$ cat config.mk
export PLATFORM = sky130hd
export DESIGN_NAME = auto_headlamp_mode_controller
export DESIGN_NICKNAME = d
export VERILOG_FILES = /design/src/ahmc_pkg.sv /design/src/auto_headlamp_mode_controller.sv
export SDC_FILE = /design/constraint.sdc
export NUM_CORES = 1
export LEC_CHECK = 0
export BUFFER_PORTS_ARGS = -buffer_cell sky130_fd_sc_hd__buf_2
export CAP_MARGIN = 20
export CELL_PAD_IN_SITES_DETAIL_PLACEMENT = 0
export CELL_PAD_IN_SITES_GLOBAL_PLACEMENT = 1
export CORE_ASPECT_RATIO = 1.75
export CORE_UTILIZATION = 35
export DETAILED_ROUTE_END_ITERATION = 16
export GPL_ROUTABILITY_DRIVEN = 0
export GPL_TIMING_DRIVEN = 1
export PLACE_DENSITY = 0.66
export SETUP_SLACK_MARGIN = 0.15
export SLEW_MARGIN = 20
export SYNTH_ARGS = -nofsm -noshare
export SYNTH_HDL_FRONTEND = slang
export SYNTH_SLANG_ARGS = --single-unit
export TNS_END_PERCENT = 50
$ cat constraint.sdc
create_clock -name clk -period 5.4 [get_ports clk]
set_clock_uncertainty 0.15 [all_clocks]
set_input_delay 0.54 -clock clk [delete_from_list [all_inputs] [get_ports clk]]
set_output_delay 0.54 -clock clk [all_outputs]
set_load 0.03 [all_outputs]
$ cat src/ahmc_pkg.sv
`timescale 1ns / 1ps
`default_nettype none
package ahmc_pkg;

  localparam int unsigned DataW = 16;
  localparam int unsigned SwW   = 8;
  localparam int unsigned CfgIdxW = 3;

  typedef enum logic [1:0] {
    MODE_INACTIVE = 2'd0,
    MODE_AUTO     = 2'd1,
    MODE_OFF      = 2'd2,
    MODE_ON       = 2'd3
  } mode_t;

  typedef enum logic [2:0] {
    SUB_NONE   = 3'd0,
    SUB_ENTER  = 3'd1,
    SUB_OFF    = 3'd2,
    SUB_ON     = 3'd3,
    SUB_TO_OFF = 3'd4,
    SUB_TO_ON  = 3'd5
  } sub_t;

  localparam logic [SwW-1:0] SW_OFF  = 8'd0;
  localparam logic [SwW-1:0] SW_ON   = 8'd1;
  localparam logic [SwW-1:0] SW_AUTO = 8'd2;

  localparam logic [CfgIdxW-1:0] CFG_ON_THRESHOLD  = 3'd0;
  localparam logic [CfgIdxW-1:0] CFG_OFF_THRESHOLD = 3'd1;
  localparam logic [CfgIdxW-1:0] CFG_DELAY_TO_ON   = 3'd2;
  localparam logic [CfgIdxW-1:0] CFG_DELAY_TO_OFF  = 3'd3;
  localparam logic [CfgIdxW-1:0] CFG_TICK_PERIOD   = 3'd4;

  localparam logic [DataW-1:0] RST_ON_THRESHOLD  = 16'd70;
  localparam logic [DataW-1:0] RST_OFF_THRESHOLD = 16'd60;
  localparam logic [DataW-1:0] RST_DELAY_TO_ON   = 16'd1000;
  localparam logic [DataW-1:0] RST_DELAY_TO_OFF  = 16'd1000;
  localparam logic [DataW-1:0] RST_TICK_PERIOD   = 16'd10;

  typedef struct packed {
    logic  lamp_drive;
    logic  lamp_signal;
    mode_t top_mode;
  } result_t;

endpackage
`default_nettype wire

$ cat src/auto_headlamp_mode_controller.sv
// Headlamp mode controller, stepped once per 10 ms tick item.
// Input channel (in_valid / in_stall) carries the switch position and an
// ambient light reading. Result channel (out_valid / out_stall) returns one
// item per input: lamp drive level, reported lamp state and top mode.
// Configuration channel (cfg_valid / cfg_ready, always ready) writes the
// thresholds, hysteresis delays and tick period by index; write only while
// the block is idle.
// Each result is registered into the output buffer when its input item is accepted.
// Throughput: one item per cycle while in_stall is low; all state is updated
// in a single pass of compare and saturating-add logic between the input and
// the result register. A two-entry output buffer (result register plus skid
// register) lets the block take a new item while a result waits; in_stall
// rises only when both entries hold results that the receiver has not taken.
// Reset (rst_n low, synchronous): block inactive, all lamp levels low,
// timer cleared, registers back to their defaults, output buffer empty.
// The first item after reset only activates the block and enters Off mode.
`timescale 1ns / 1ps
`default_nettype none
module auto_headlamp_mode_controller (
  input  wire logic                            clk,
  input  wire logic                            rst_n,
  input  wire logic                            in_valid,
  output logic                                 in_stall,
  input  wire logic [ahmc_pkg::SwW-1:0]        in_switch_position,
  input  wire logic [ahmc_pkg::DataW-1:0]      in_light_level,
  output logic                                 out_valid,
  input  wire logic                            out_stall,
  output logic                                 out_lamp_drive,
  output logic                                 out_lamp_signal,
  output logic [1:0]                           out_top_mode,
  input  wire logic                            cfg_valid,
  output logic                                 cfg_ready,
  input  wire logic [ahmc_pkg::CfgIdxW-1:0]    cfg_index,
  input  wire logic [ahmc_pkg::DataW-1:0]      cfg_data
);

  logic [ahmc_pkg::DataW-1:0] on_thr_r, off_thr_r, dly_on_r, dly_off_r, tick_r;

  ahmc_pkg::mode_t            mode_r, mode_nxt;
  ahmc_pkg::sub_t             sub_r, sub_nxt;
  logic [ahmc_pkg::DataW-1:0] timer_r, timer_nxt;
  logic                       drive_r, drive_nxt;
  logic                       signal_r, signal_nxt;

  logic [ahmc_pkg::DataW:0]   timer_sum;
  logic [ahmc_pkg::DataW-1:0] timer_adv;

  ahmc_pkg::result_t          out_r, skid_r, res_nxt;
  logic                       out_valid_r, skid_valid_r;
  logic                       in_acc, out_pop;

  assign cfg_ready = 1'b1;
  assign in_stall  = skid_valid_r;
  assign in_acc    = in_valid && !skid_valid_r;
  assign out_pop   = out_valid_r && !out_stall;

  always_ff @(posedge clk) begin
    if (!rst_n) begin
      on_thr_r  <= ahmc_pkg::RST_ON_THRESHOLD;
      off_thr_r <= ahmc_pkg::RST_OFF_THRESHOLD;
      dly_on_r  <= ahmc_pkg::RST_DELAY_TO_ON;
      dly_off_r <= ahmc_pkg::RST_DELAY_TO_OFF;
      tick_r    <= ahmc_pkg::RST_TICK_PERIOD;
    end else if (cfg_valid) begin
      case (cfg_index)
        ahmc_pkg::CFG_ON_THRESHOLD:  on_thr_r  <= cfg_data;
        ahmc_pkg::CFG_OFF_THRESHOLD: off_thr_r <= cfg_data;
        ahmc_pkg::CFG_DELAY_TO_ON:   dly_on_r  <= cfg_data;
        ahmc_pkg::CFG_DELAY_TO_OFF:  dly_off_r <= cfg_data;
        ahmc_pkg::CFG_TICK_PERIOD:   tick_r    <= cfg_data;
        default: ;
      endcase
    end
  end

  // Saturating timer advance
  assign timer_sum = {1'b0, timer_r} + {1'b0, tick_r};
  assign timer_adv = timer_sum[ahmc_pkg::DataW] ? {ahmc_pkg::DataW{1'b1}}
                                                : timer_sum[ahmc_pkg::DataW-1:0];

  always_comb begin
    mode_nxt   = mode_r;
    sub_nxt    = sub_r;
    timer_nxt  = timer_r;
    drive_nxt  = drive_r;
    signal_nxt = signal_r;
    case (mode_r)
      ahmc_pkg::MODE_INACTIVE: begin
        mode_nxt = ahmc_pkg::MODE_OFF;
      end
      ahmc_pkg::MODE_AUTO: begin
        if (in_switch_position == ahmc_pkg::SW_ON) begin
          sub_nxt  = ahmc_pkg::SUB_NONE;
          mode_nxt = ahmc_pkg::MODE_ON;
        end else if (in_switch_position == ahmc_pkg::SW_OFF) begin
          sub_nxt  = ahmc_pkg::SUB_NONE;
          mode_nxt = ahmc_pkg::MODE_OFF;
        end else begin
          case (sub_r)
            ahmc_pkg::SUB_ENTER: begin
              if (in_light_level > off_thr_r) begin
                sub_nxt   = ahmc_pkg::SUB_OFF;
                drive_nxt = 1'b0;
              end else begin
                sub_nxt   = ahmc_pkg::SUB_ON;
                drive_nxt = 1'b1;
              end
            end
            ahmc_pkg::SUB_OFF: begin
              if (in_light_level < on_thr_r) begin
                sub_nxt   = ahmc_pkg::SUB_TO_ON;
                drive_nxt = 1'b1;
              end else begin
                signal_nxt = 1'b0;
                timer_nxt  = '0;
                drive_nxt  = 1'b0;
              end
            end
            ahmc_pkg::SUB_ON: begin
              if (in_light_level > off_thr_r) begin
                sub_nxt   = ahmc_pkg::SUB_TO_OFF;
                drive_nxt = 1'b0;
              end else begin
                signal_nxt = 1'b1;
                timer_nxt  = '0;
                drive_nxt  = 1'b1;
              end
            end
            ahmc_pkg::SUB_TO_OFF: begin
              if (in_light_level <= off_thr_r) begin
                sub_nxt   = ahmc_pkg::SUB_ON;
                drive_nxt = 1'b1;
              end else if (timer_r >= dly_off_r) begin
                sub_nxt   = ahmc_pkg::SUB_OFF;
                drive_nxt = 1'b0;
              end else begin
                timer_nxt = timer_adv;
                drive_nxt = 1'b0;
              end
            end
            default: begin
              // going on, and any stray code
              if (in_light_level >= on_thr_r) begin
                sub_nxt   = ahmc_pkg::SUB_OFF;
                drive_nxt = 1'b0;
              end else if (timer_r >= dly_on_r) begin
                sub_nxt   = ahmc_pkg::SUB_ON;
                drive_nxt = 1'b1;
              end else begin
                sub_nxt   = ahmc_pkg::SUB_TO_ON;
                timer_nxt = timer_adv;
                drive_nxt = 1'b1;
              end
            end
          endcase
        end
      end
      ahmc_pkg::MODE_OFF: begin
        if (in_switch_position == ahmc_pkg::SW_AUTO) begin
          mode_nxt = ahmc_pkg::MODE_AUTO;
          sub_nxt  = ahmc_pkg::SUB_ENTER;
        end else if (in_switch_position == ahmc_pkg::SW_ON) begin
          mode_nxt = ahmc_pkg::MODE_ON;
        end else begin
          signal_nxt = 1'b0;
          drive_nxt  = 1'b0;
        end
      end
      default: begin
        if (in_switch_position == ahmc_pkg::SW_OFF) begin
          mode_nxt = ahmc_pkg::MODE_OFF;
        end else if (in_switch_position == ahmc_pkg::SW_AUTO) begin
          mode_nxt = ahmc_pkg::MODE_AUTO;
          sub_nxt  = ahmc_pkg::SUB_ENTER;
        end else begin
          signal_nxt = 1'b1;
          drive_nxt  = 1'b1;
        end
      end
    endcase
  end

  always_comb begin
    res_nxt.lamp_drive  = drive_nxt;
    res_nxt.lamp_signal = signal_nxt;
    res_nxt.top_mode    = mode_nxt;
  end

  always_ff @(posedge clk) begin
    if (!rst_n) begin
      mode_r   <= ahmc_pkg::MODE_INACTIVE;
      sub_r    <= ahmc_pkg::SUB_NONE;
      timer_r  <= '0;
      drive_r  <= 1'b0;
      signal_r <= 1'b0;
    end else if (in_acc) begin
      mode_r   <= mode_nxt;
      sub_r    <= sub_nxt;
      timer_r  <= timer_nxt;
      drive_r  <= drive_nxt;
      signal_r <= signal_nxt;
    end
  end

  // Output buffer: result register backed by a skid register
  always_ff @(posedge clk) begin
    if (!rst_n) begin
      out_valid_r  <= 1'b0;
      skid_valid_r <= 1'b0;
    end else begin
      if (out_pop) begin
        if (skid_valid_r) begin
          out_r        <= skid_r;
          skid_valid_r <= 1'b0;
        end else if (in_acc) begin
          out_r <= res_nxt;
        end else begin
          out_valid_r <= 1'b0;
        end
      end else if (in_acc) begin
        if (out_valid_r) begin
          skid_r       <= res_nxt;
          skid_valid_r <= 1'b1;
        end else begin
          out_r       <= res_nxt;
          out_valid_r <= 1'b1;
        end
      end
    end
  end

  assign out_valid       = out_valid_r;
  assign out_lamp_drive  = out_r.lamp_drive;
  assign out_lamp_signal = out_r.lamp_signal;
  assign out_top_mode    = out_r.top_mode;

endmodule
`default_nettype wire
---- Yosys cells after proc, flatten, opt, wreduce, memory -nomap -nowiden ----
Index checks and enable logic that the tools add are counted.
storage, ports and cells
  bits in registers ....................... 113
  word-level logic and storage cells ...... 137
  output and inout port bits .............. 7
  input bits .............................. 48
cells by class
  multiplexer cells ....................... 59
  eq/ne operators ......................... 25
  magnitude comparators ................... 6
  bitwise operators ....................... 6
  $add $sub $neg .......................... 1
  reductions and logical operators ........ 22
operators by type and width
  operator                                               number
  2-to-1 mux 16 bit                                      7
  one-hot mux 16 bit (4 select lines)                    1
  >= comparator 16 bit                                   3
  2-to-1 mux 3 bit                                       10
  2-to-1 mux 1 bit                                       23
  2-to-1 mux 4 bit                                       5
  adder 16 x 16 -> 17 bit                                1
  > comparator 16 bit                                    1
  less-or-equal comparator 16 bit                        1
  less-than comparator 16 bit                            1
  == test 3 x 2 -> 1 bit, second input constant          4
  2-to-1 mux 2 bit                                       6
  inequality test 2 bit, second input constant           6
  one-hot mux 3 bit (4 select lines)                     1
  AND reduction 2 bit                                    6
  AND reduction 11 bit                                   1
  inequality test 5 bit, second input constant           2
  one-hot mux 1 bit (3 select lines)                     3
  one-hot mux 3 bit (3 select lines)                     1
  == test 8 x 1 -> 1 bit, second input constant          1
  == test 8 x 2 -> 1 bit, second input constant          1
  zero test 8 bit                                        1
  inequality test 4 x 1 -> 1 bit, second input constant  2
  AND reduction 4 bit                                    2
  other kinds (18)                                       29

---- Depth between registers and ports, before layout ----
Gate-level depths: netlist of the first run.
  word-level depth ........................ 9
  gate-level depth with buffers ........... 12
  gate-level depth less buffers ........... 11

---- Least setup slack after synthesis of the first run ----
No wires, ideal clock.
  path type ............................... input port to flip-flop
  start point ............................. in in_light_level[14] (netlist name)
  end point ............................... reg timer_r[10] (netlist name)
  buffers on the path ..................... 1
  setup slack ............................. 2.458 ns
  stages on the path ...................... 10
  required time ........................... 5.182 ns
  arrival time ............................ 2.724 ns
  setup time .............................. 0.068 ns
  cell sequence ........................... ha_1 > nand4_2 > nor4_2 > a21boi_2 > o31ai_2 > mux2_2 > a221o_1 > a31oi_4 > buf_6 > o2bb2ai_2
between the ends
  cells in the longest elaborated chain, start to end .. 3
  elaborated cells between the ends (all ways) .. 9
  classes of those cells .................. 4 x order compare; 4 x eq/ne; 1 x reduce/logical
RTL lines
  item                                                                               RTL line                              text
  start: declaration                                                                 auto_headlamp_mode_controller.sv:25   input wire logic [ahmc_pkg::DataW-1:0] in_light_level,
  >= comparator 16 bit, or another cell as far along                                 auto_headlamp_mode_controller.sv:143  if (in_light_level >= on_thr_r) begin
  inequality test 4 x 1 -> 1 bit (no line) or inequality test 2 bit (tied branches)  -
  AND reduction 11 bit (no line) (*)                                                 -
  end signal: assignment                                                             auto_headlamp_mode_controller.sv:199  timer_r <= timer_nxt;
  end: declaration                                                                   auto_headlamp_mode_controller.sv:41   logic [ahmc_pkg::DataW-1:0] timer_r, timer_nxt;
Every way passes the cells marked *; elsewhere a longest branch is shown, timed or not.
A chain may end at the register's enable or synchronous reset.

---- Worst setup path in the final report of the first run ----
  start point ............................. reg timer_r[0] (netlist name)
  end point ............................... reg timer_r[15] (netlist name)
between the ends
  cells in the longest elaborated chain, start to end .. 5
  elaborated cells between the ends (all ways) .. 12
  classes of those cells .................. 1 x add/sub; 2 x order compare; 2 x eq/ne; 6 x mux; 1 x reduce/logical
RTL lines
  item                                         RTL line                                                                    text
  adder 16 x 16 -> 17 bit                      auto_headlamp_mode_controller.sv:77                                         assign timer_sum = {1'b0, timer_r} + {1'b0, tick_r};
  2-to-1 mux 16 bit                            auto_headlamp_mode_controller.sv:78                                         assign timer_adv = timer_sum[ahmc_pkg::DataW] ? {ahmc_pkg::DataW{1'b1}}
  2-to-1 mux 16 bit, on equally long branches  auto_headlamp_mode_controller.sv:146, auto_headlamp_mode_controller.sv:133
  2-to-1 mux 16 bit, on equally long branches  auto_headlamp_mode_controller.sv:143, auto_headlamp_mode_controller.sv:130
  one-hot mux 16 bit (4 select lines)          auto_headlamp_mode_controller.sv:99                                         case (sub_r)
Parallel ways exist; a longest one is shown, timed or not. The select of a mux whose other input is x is not followed.

==> impl_metrics.toml, run 1 <==
[status]
outcome = "complete, no violations"

[synth]
synthCells = 826
syn_area_um2 = 6680
synthesis.area_per_instance_um2 = 8.08
ys_seq_area_frac = 0.351
synth-compound-area-share = 0.219
dominantRegCellSynth = "dfxtp_1"
synth-edff-count = 8
synth_top_area_frac = 0.315
synthArstFlopShare = 0
yosys-top-cells-area = "dfxtp_1 31%, ha_1 15%, nand2_1 10%, a21oi_1 7.6%, inv_1 4.2%"
ys_warn_count = 0
synthSimpleGateAreaFrac = 0.195
synth_top_family_by_area = "compound AO/OA/AOI/OAI gates"
ys_types = 66
syn_nets = 955
yosys.area_share.adder = 0.153
muxShareOfSynthArea = 0.00843
synth-xor-area-share = 0.0118
ys_seq_elements = 113
synth_top_cell_by_area = "dfxtp_1"

[critical_path]
reg2reg_to = "timer_r[15]"
crit_top_cell = "nor4_1"
cp_slowest_cell = "a2111oi_1"
path_cells = "inv_1 -> ha_1 -> nand2b_1 -> a2111oi_0 -> o41ai_1 -> a2111oi_1 -> nor4_1 -> nor4_1 -> nand3_2 -> o2bb2ai_1"
setup.worst_path.end_class = "register"
crit_end = "timer_r[15]"
critPathMaxFanout = 16
arrival_ps = 3630
crit_start = "timer_r[0]"
rr_worst_depth = 10
crit_required_ps = 5590
rrSetupSlack_ps = 1950
max_stage_delay_ps = 540
r2r_start = "timer_r[0]"
worstSetupPathType = "register to register"
critPathLaunchType = "register"

[power_and_ir_drop]
swShare = 0.241
p_leak_nw = 3.19
intPower_mw = 1.68
ir_drop_mv = 0.206
power.switching_mw = 0.532
seqPwrFrac = 0.393
p_clk_frac = 0.527
power_frac_comb = 0.080
powerDensity_nw_per_um2 = 286

[layout]
syn_to_final_growth_pct = 15.8
drive_gt1_frac = 0.132
fin_nets = 998
mostFrequentLayoutCells = "180 x nand2_1, 105 x dfxtp_1, 102 x a21oi_1"
antenna_cells = 0
final_common_cell = "nand2_1"

[detailed_routing]
ant_nets = 0
drt-pass1-iter-count = 4
wl_mm = 19.3
drt_iter0_drc = 166
via_per_inst = 5.15
vias = 5763
wl_per_cell_um = 17.2
drc = 0

[timing]
setup_viol = 0
rsz0062_at_grt = "false"
fmax_ghz = 0.290
period_share = 0.639
hold_violations = 0
worst_slew_pin_slew_ps = 982
setup_slack_ps = 1950
finalSetupTns_ps = 0
min_period_ps = 3450
drv_slew = 0
slew_headroom = 0.344

[placement]
place_hpwl_mm = 14.6
dp_slack_ps = 1820
port_buffers = 53

[cts]
cts_sinks = 113
cts.clk_slew.worst_paths_ps = 50
cts_setup_buffers = 0
cts_buffers = 17
hold_buffers = 0
clockBufferDepth = 2
cts_resized = 0
cts_htree_levels = 4
cts_tree = "yes"
cts_root_buffer = "clkbuf_16"
clock_latency_ps = 420

[die]
start_util = 0.358
fp.dieW_um = 106
die_h_um = 185
io_pins = 55
die_area_um2 = 19700
core_area_um2 = 18700
std_cell_rows = 66

[global_route]
grt_start_max_net_pins = 44
grt_usage = 0.208
antenna_found_initial = 0
grt_overflow_total = 0
grt_pass1_vias = 5803
grt_pass1_wl_mm = 30.4

[hold_path]
min_from = "cfg_data[7]"
hold_path_class = "primary input to register"

[run]
maxCapViolCount = 0
## power groups by stage
stage	clock network (mW)	logic, mW	registers (mW)
after detailed placement	0	0.179	0.888
after CTS	1.18	0.180	0.870
after floorplan	0	0.104	0.890
final	1.17	0.176	0.870
after global routing	1.22	0.199	0.872
after global placement	0	0.180	0.888
## layout make-up
cell class | instances | area (um^2)
Fill cell | 2009 | 10900
Multi-Input combinational cell | 608 | 3930
Sequential cell | 113 | 2340
Clock buffer | 21 | 472
Tap cell | 238 | 298
Timing Repair Buffer | 55 | 280
Inverter | 74 | 278
Clock inverter | 11 | 134
## logic make-up after synthesis
kind of cell,Yosys count
AOI/OAI and AO/OA,217
DFF,113
other,1
and+or+nand+nor,295
xor gates and xnor gates,9
muxes,5
adders and majority gates,81
buffers and inverters,105
## through the flow
stage                     instances  total power [mW]   util  instance area, um^2  hold slack, ps
after global routing           1120              2.29  0.414                 7730             266
after detailed placement       1088              1.07  0.382                 7130             296
after global placement         1088              1.07  0.382                 7130             292
after CTS                      1120              2.23  0.414                 7730             247
final                          1120              2.21  0.414                 7730             257
after floorplan                 826             0.994      -                 6680             286
## routing by layer
layer  GRT usage  part of all wire
met3      0.0347             0.017
met1       0.218              0.41
met4      0.0700             0.013
met2       0.408              0.56
met5           0                 0
## state kept, by name (all words and copies together) (netlist names), 2 cells and up
signal,count
mode_r,2
tick_r,16
skid_r,4
dly_off_r,16
on_thr_r,16
timer_r,16
out_top_mode,2
off_thr_r,16
dly_on_r,16
sub_r,3
## worst min-delay path by stage
stage | end | slack [ps] | depth (start not counted)
after global routing | dly_off_r[4] | 270 | 3
after floorplan | dly_off_r[10] | 290 | 2
after global placement | dly_off_r[2] | 290 | 2
after detailed placement | dly_on_r[13] | 300 | 2
final | off_thr_r[7] | 260 | 3
after CTS | off_thr_r[7] | 250 | 3
## critical path: cells and delay by family (launching register included)
family | cells | cell delay [ps]
compound gates | 4 | 1430
fa+ha+maj | 1 | 260
buf+inv | 1 | 80
flops | 1 | 360
simple gates | 4 | 1090
## cell usage after synthesis, types with 11 or more instances
master    number
nand2_1      180
ha_1          80
nand3_1       13
o211ai_1      23
nor3_1        11
nand4_1       11
a21o_1        11
o21ai_0       17
clkbuf_1      24
nor2_1        37
a21oi_1      102
inv_1         74
dfxtp_1      105
(Power assumes the default switching activity.)
==> inputs of run 2 (changes only) <==
--- a/config.mk
+++ b/config.mk
@@ -5,6 +5,7 @@
 export SDC_FILE = /design/constraint.sdc
 export NUM_CORES = 1
 export LEC_CHECK = 0
+export ABC_AREA = 1
 export BUFFER_PORTS_ARGS = -buffer_cell sky130_fd_sc_hd__buf_2
 export CAP_MARGIN = 20
 export CELL_PAD_IN_SITES_DETAIL_PLACEMENT = 0
@@ -14,7 +15,7 @@
 export DETAILED_ROUTE_END_ITERATION = 16
 export GPL_ROUTABILITY_DRIVEN = 0
 export GPL_TIMING_DRIVEN = 1
-export PLACE_DENSITY = 0.66
+export PLACE_DENSITY = 0.69
 export SETUP_SLACK_MARGIN = 0.15
 export SLEW_MARGIN = 20
 export SYNTH_ARGS = -nofsm -noshare
==> constraint.sdc (replaced) <==
create_clock -name clk -period 2.95 [get_ports clk]
set_clock_uncertainty 0.15 [all_clocks]
set_input_delay 0.295 -clock clk [delete_from_list [all_inputs] [get_ports clk]]
set_output_delay 0.295 -clock clk [all_outputs]
set_load 0.03 [all_outputs]
==> run 2 against run 1 <==
Via count is 9.7% higher. Final cell count is 15% higher. Combinational power grew to 2.6 times the previous value. Register-to-register slack worse by 1500 ps. Power is 94% higher. Fmax is 38% higher. Count of clock-buffer cells in the layout is 2 higher. Non-clock buffer count is 11 higher. Die area is 5.8% higher. Critical path type unchanged.
==> impl_metrics.toml, run 2 <==
[status]
outcome = "complete, no violations"

[critical_path]
critPathMaxFanout = 16
r2r_start = "timer_r[0]"
critPathLaunchType = "register"
crit_required_ps = 3140
rrSetupSlack_ps = 460
worstSetupPathType = "register to register"
arrival_ps = 2690
rr_worst_depth = 13
reg2reg_to = "timer_r[13]"
setup.worst_path.end_class = "register"

[detailed_routing]
via_per_inst = 4.91
wl_mm = 19.6
ant_nets = 0
drc = 0
drt_iter0_drc = 326
drt-pass1-iter-count = 5
wl_per_cell_um = 15.2
vias = 6320

[timing]
period_share = 0.845
hold_violations = 0
min_period_ps = 2490
setup_slack_ps = 456
setup_viol = 0
finalSetupTns_ps = 0
slew_headroom = 0.490
rsz0062_at_grt = "false"
drv_slew = 0
fmax_ghz = 0.401
worst_slew_pin_slew_ps = 765

[hold_path]
min_to = "dly_on_r[8]"
min_from = "cfg_data[8]"
hold_path_class = "primary input to register"
whs_path_depth = 3

[die]
die_area_um2 = 20800
start_util = 0.358
std_cell_rows = 68
core_area_um2 = 19700
io_pins = 55
die_h_um = 190
fp.dieW_um = 109

[global_route]
grt_busiest_layer = "met2"
met2_usage = 0.387
grt_usage = 0.200
use_met3 = 0.0254
grt_pass1_vias = 6259
grt_start_max_net_pins = 52
use_met1 = 0.212
antenna_found_initial = 0
grt_overflow_total = 0
grt_pass1_wl_mm = 31.5

[cts]
cts_htree_levels = 4
cts_buffers = 17
clockBufferDepth = 2
cts_resized = 0
cts.clk_slew.worst_paths_ps = 50
cts_root_buffer = "clkbuf_16"
hold_buffers = 0
cts_sinks = 113
cts_setup_buffers = 0
cts_tree = "yes"
clock_latency_ps = 420

[power_and_ir_drop]
p_leak_nw = 3.88
powerDensity_nw_per_um2 = 521
ir_drop_mv = 0.404

[run]
maxCapViolCount = 0

[synth]
dominantRegCellSynth = "dfxtp_1"
ys_top_cells_by_count = "167 x nand2_1, 140 x inv_1, 116 x a21oi_1"
synth_top_cell_by_area = "dfxtp_1"
synthArstFlopShare = 0
yosys-top-cells-area = "dfxtp_1 30%, ha_1 14%, nand2_1 8.9%, a21oi_1 8.2%, inv_1 7.4%"
synth-edff-count = 8
ys_seq_elements = 113
yosysMostFrequentCell = "nand2_1"
synthesis.area_per_instance_um2 = 7.26
syn_area_um2 = 7070
synthCells = 973
ys_types = 44
syn_nets = 1102
ys_warn_count = 0
synth_top_area_frac = 0.297
ys_seq_area_frac = 0.331

[layout]
drive_gt1_frac = 0.147
syn_to_final_growth_pct = 16.5
mostFrequentLayoutCells = "167 x nand2_1, 140 x inv_1, 116 x a21oi_1"
antenna_cells = 0
fin_nets = 1159
nFillCells = 2121
regArea_um2 = 2340
multi_input_area_um2 = 4030
final_common_cell = "nand2_1"

[placement]
dp_slack_ps = 470
place_hpwl_mm = 15.1
port_buffers = 53
==> run 2: cell types whose count changed after synthesis, sizes merged, moves of 7 or more <==
cell	change
a21o	-9
a21oi	+26
inv	+73
nand2b	-7
nand3	+15
nand4	+14
nor2	+51
nor2b	-10
o211ai	-9
o21ai	+77
o2bb2ai	-16
o31ai	-7
==> run 2: logic make-up (layout without fill, tap and decap cells) <==
kind of cell | Yosys count | after routing | synth area share
multiplexers | 1 | 1 | 0.00159
AND/OR/NAND/NOR | 348 | 348 | 0.224
other | 1 | 1 | 0.000531
adder cells (fa/ha/maj) | 81 | 81 | 0.144
flip-flops | 113 | 113 | 0.331
buffers and inverters | 176 | 246 | 0.0984
XOR/XNOR | 7 | 7 | 0.00868
AO/OA/AOI/OAI | 246 | 246 | 0.191
==> run 2: metal layers <==
layer | wire, um | vias up
li1 | - | 3342
met1 | 8090 | 2881
met2 | 10700 | 79
met3 | 319 | 18
met4 | 446 | 0
met5 | 0 | -
==> run 2: worst max-delay path by stage <==
stage	from	to	slack [ps]	cells after the start
final	timer_r[0]	timer_r[13]	460	13
after global routing	timer_r[0]	timer_r[13]	290	13
after CTS	timer_r[0]	timer_r[13]	450	13
after detailed placement	timer_r[0]	timer_r[13]	470	13
after floorplan	timer_r[0]	timer_r[10]	770	11
after global placement	timer_r[0]	timer_r[13]	480	13
==> run 2: power by group <==
group | leakage, nW | switching [mW] | internal, mW
logic | 2.64 | 0.305 | 0.160
clock network | 0.310 | 0.730 | 1.46
registers | 0.927 | 0.0269 | 1.60
==> run 2: layout make-up <==
class | instances | share of cell area
clock buffers | 23 | 0.0619
flip-flops and latches | 113 | 0.285
multi-input cells | 684 | 0.490
inverters | 148 | 0.0675
clock inverters | 9 | 0.0152
well taps | 245 | 0.0372
repair buffers | 66 | 0.0441
==> run 2: stage by stage <==
step / power, mW / cell area, um^2 / instances / utilization / hold WS [ps]
final: 4.29 / 8230 / 1288 / 0.417 / 36.0
after floorplan: 1.97 / 7070 / 973 / - / 258
after detailed placement: 2.13 / 7600 / 1256 / 0.385 / 302
after global routing: 4.48 / 8230 / 1288 / 0.417 / 46.0
after global placement: 2.13 / 7600 / 1256 / 0.385 / 295
after CTS: 4.33 / 8230 / 1288 / 0.417 / 29.5
==> run 2: worst max-delay path: stages, from the launching register on <==
cell and delay [ps]:
dfxtp_1 380, ha_1 200, inv_1 60, fa_1 410
o21ai_2 200, nand3_1 100, nand2_1 150, a21oi_2 70
buf_4 200, nand3_1 120, nand2_1 60, inv_1 60
nand4_1 120, a21oi_2 150
==> inputs of run 3 (changes only) <==
--- a/config.mk
+++ b/config.mk
@@ -5,7 +5,7 @@
 export SDC_FILE = /design/constraint.sdc
 export NUM_CORES = 1
 export LEC_CHECK = 0
-export ABC_AREA = 1
+export ABC_AREA = 0
 export BUFFER_PORTS_ARGS = -buffer_cell sky130_fd_sc_hd__buf_2
 export CAP_MARGIN = 20
 export CELL_PAD_IN_SITES_DETAIL_PLACEMENT = 0
@@ -15,7 +15,7 @@
 export DETAILED_ROUTE_END_ITERATION = 16
 export GPL_ROUTABILITY_DRIVEN = 0
 export GPL_TIMING_DRIVEN = 1
-export PLACE_DENSITY = 0.69
+export PLACE_DENSITY = 0.66
 export SETUP_SLACK_MARGIN = 0.15
 export SLEW_MARGIN = 20
 export SYNTH_ARGS = -nofsm -noshare
==> constraint.sdc (replaced) <==
create_clock -name clk -period 2.45 [get_ports clk]
set_clock_uncertainty 0.15 [all_clocks]
set_input_delay 0.245 -clock clk [delete_from_list [all_inputs] [get_ports clk]]
set_output_delay 0.245 -clock clk [all_outputs]
set_load 0.03 [all_outputs]
==> run 3 against run 2 <==
The run now ends with negative setup slack left. Final cell count shrank 3.6%. Fmax shrank 12%. Sequential share of layout area decreased by 2.4 points. Highest routed layer unchanged.
==> impl_metrics.toml, run 3 (synthesized netlist as in run 1, its figures left out) <==
[critical_path]
rr_worst_depth = 13
critPathMaxFanout = 4
crit_required_ps = 2590
arrival_ps = 2980
rrSetupSlack_ps = -390
r2r_start = "timer_r[0]"
crit_start = "timer_r[0]"
setup.worst_path.end_class = "register"
critPathLaunchType = "register"
worstSetupPathType = "register to register"
crit_end = "sub_r[0]"
reg2reg_to = "sub_r[0]"

[power_and_ir_drop]
powerDensity_nw_per_um2 = 571
p_leak_nw = 3.88
ir_drop_mv = 0.490

[timing]
slew_headroom = 0.603
fmax_ghz = 0.353
min_period_ps = 2840
rsz0062_at_grt = "true"
setup_slack_ps = -386
worst_slew_pin_slew_ps = 596
period_share = 1.16
setup_viol = 25
drv_slew = 0
hold_violations = 0

[cts]
cts.clk_slew.worst_paths_ps = 60
cts_htree_levels = 4
cts_root_buffer = "clkbuf_16"
cts_buffers = 17
cts_sinks = 113
cts_tree = "yes"
clock_latency_ps = 410
clockBufferDepth = 2

[global_route]
grt_usage = 0.218
antenna_found_initial = 0
grt_pass1_vias = 6261
grt_start_max_net_pins = 49
grt_pass1_wl_mm = 32.2
grt_overflow_total = 0

[layout]
final_common_cell = "nand2_1"
utilization = 0.484
syn_to_final_growth_pct = 35.2
fin_nets = 1120
regArea_um2 = 2350
antenna_cells = 0
drive_gt1_frac = 0.260
mostFrequentLayoutCells = "180 x nand2_1, 108 x buf_4, 99 x a21oi_1"
fin_cells = 1242
nFillCells = 1897
multi_input_area_um2 = 4180

[placement]
place_hpwl_mm = 15.4
port_buffers = 53
place_inst = 1197
dp_slack_ps = -602

[detailed_routing]
drt_iter0_drc = 187
vias = 6223
via_per_inst = 5.01
ant_nets = 0
drt-pass1-iter-count = 6
drc = 0
wl_mm = 20.1
wl_per_cell_um = 16.2

[die]
std_cell_rows = 66
fp.dieW_um = 106
io_pins = 55
die_h_um = 185
core_area_um2 = 18700
die_area_um2 = 19700
start_util = 0.358

[run]
maxCapViolCount = 0

[hold_path]
hold_path_class = "primary input to register"

[status]
outcome = "finished, violations left"
violations = "negative setup slack"
run 3: cell count changes in the layout (fill, tap and decap cells not counted), moves of 16 or more:
cell	before	now
o21ai_0	92	14
a21oi_1	116	99
buf_4	13	108
nand2_2	16	0
nor2_1	82	37
inv_1	140	70
run 3: cell type report:
| cell class | count | share of cell area |
|---|---|---|
| clock buffers | 22 | 0.0525 |
| clock inverters | 10 | 0.0201 |
| inverters | 74 | 0.0308 |
| multi-input cells | 608 | 0.463 |
| flip-flops and latches | 113 | 0.261 |
| well taps | 238 | 0.0330 |
| repair buffers | 177 | 0.140 |
run 3: timing repair:
item,in CTS,in global routing
hold endpoints to repair,30,0
pin swaps,10,5
setup endpoints to repair,25,25
hold buffers,12,0
setup buffers,0,1
gates resized for setup,22,11
run 3: worst min-delay path by stage:
stage                       start       endpoint  slack (ps)  cells after the start
CTS                  cfg_data[15]   on_thr_r[15]         0.4                      3
finish               cfg_data[15]   on_thr_r[15]           8                      3
detailed placement  dly_off_r[14]  dly_off_r[14]         300                      2
global placement     dly_off_r[2]   dly_off_r[2]         290                      2
global route         cfg_data[13]     tick_r[13]           7                      3
floorplan             cfg_data[3]      tick_r[3]         220                      2
run 3: routing by layer:
| metal | vias up | GRT usage | share of wire | wire [um] |
|---|---|---|---|---|
| met5 | - | 0 | 0 | 0 |
| met4 | 0 | 0.0917 | 0.029 | 578 |
| met3 | 28 | 0.0361 | 0.025 | 499 |
| met2 | 101 | 0.422 | 0.55 | 11100 |
| met1 | 2884 | 0.226 | 0.40 | 7970 |
| li1 | 3210 | - | - | - |
run 3: worst max-delay path: stages, from the launching register on:
cell and delay, ps:
dfxtp_2 330, inv_2 40, buf_6 110, ha_4 190, nand2b_4 140, a2111oi_4 340, o41ai_4 150, a2111oi_4 380
buf_4 180, o2111ai_2 100, o211ai_1 280, buf_4 190, a21o_1 80, a21oi_1 50
run 3: where the power goes:
group | total, mW | leakage [nW] | internal (mW) | switching [mW]
logic | 0.481 | 2.63 | 0.200 | 0.281
registers | 1.92 | 0.927 | 1.90 | 0.0212
clock network | 2.75 | 0.320 | 1.88 | 0.871
total | 5.15 | 3.88 | 3.98 | 1.17
run 3: through the flow:
stage / total power [mW] / TNS (ps) / hold slack, ps / cell area [um^2]
after global placement: 2.41 / -12130 / 292 / 8050
after detailed placement: 2.41 / -12620 / 297 / 8050
after global routing: 5.34 / -11600 / 6.87 / 9020
after CTS: 5.20 / -8220 / 0.425 / 8950
after floorplan: 2.20 / -3010 / 219 / 6750
final: 5.15 / -7810 / 7.70 / 9020
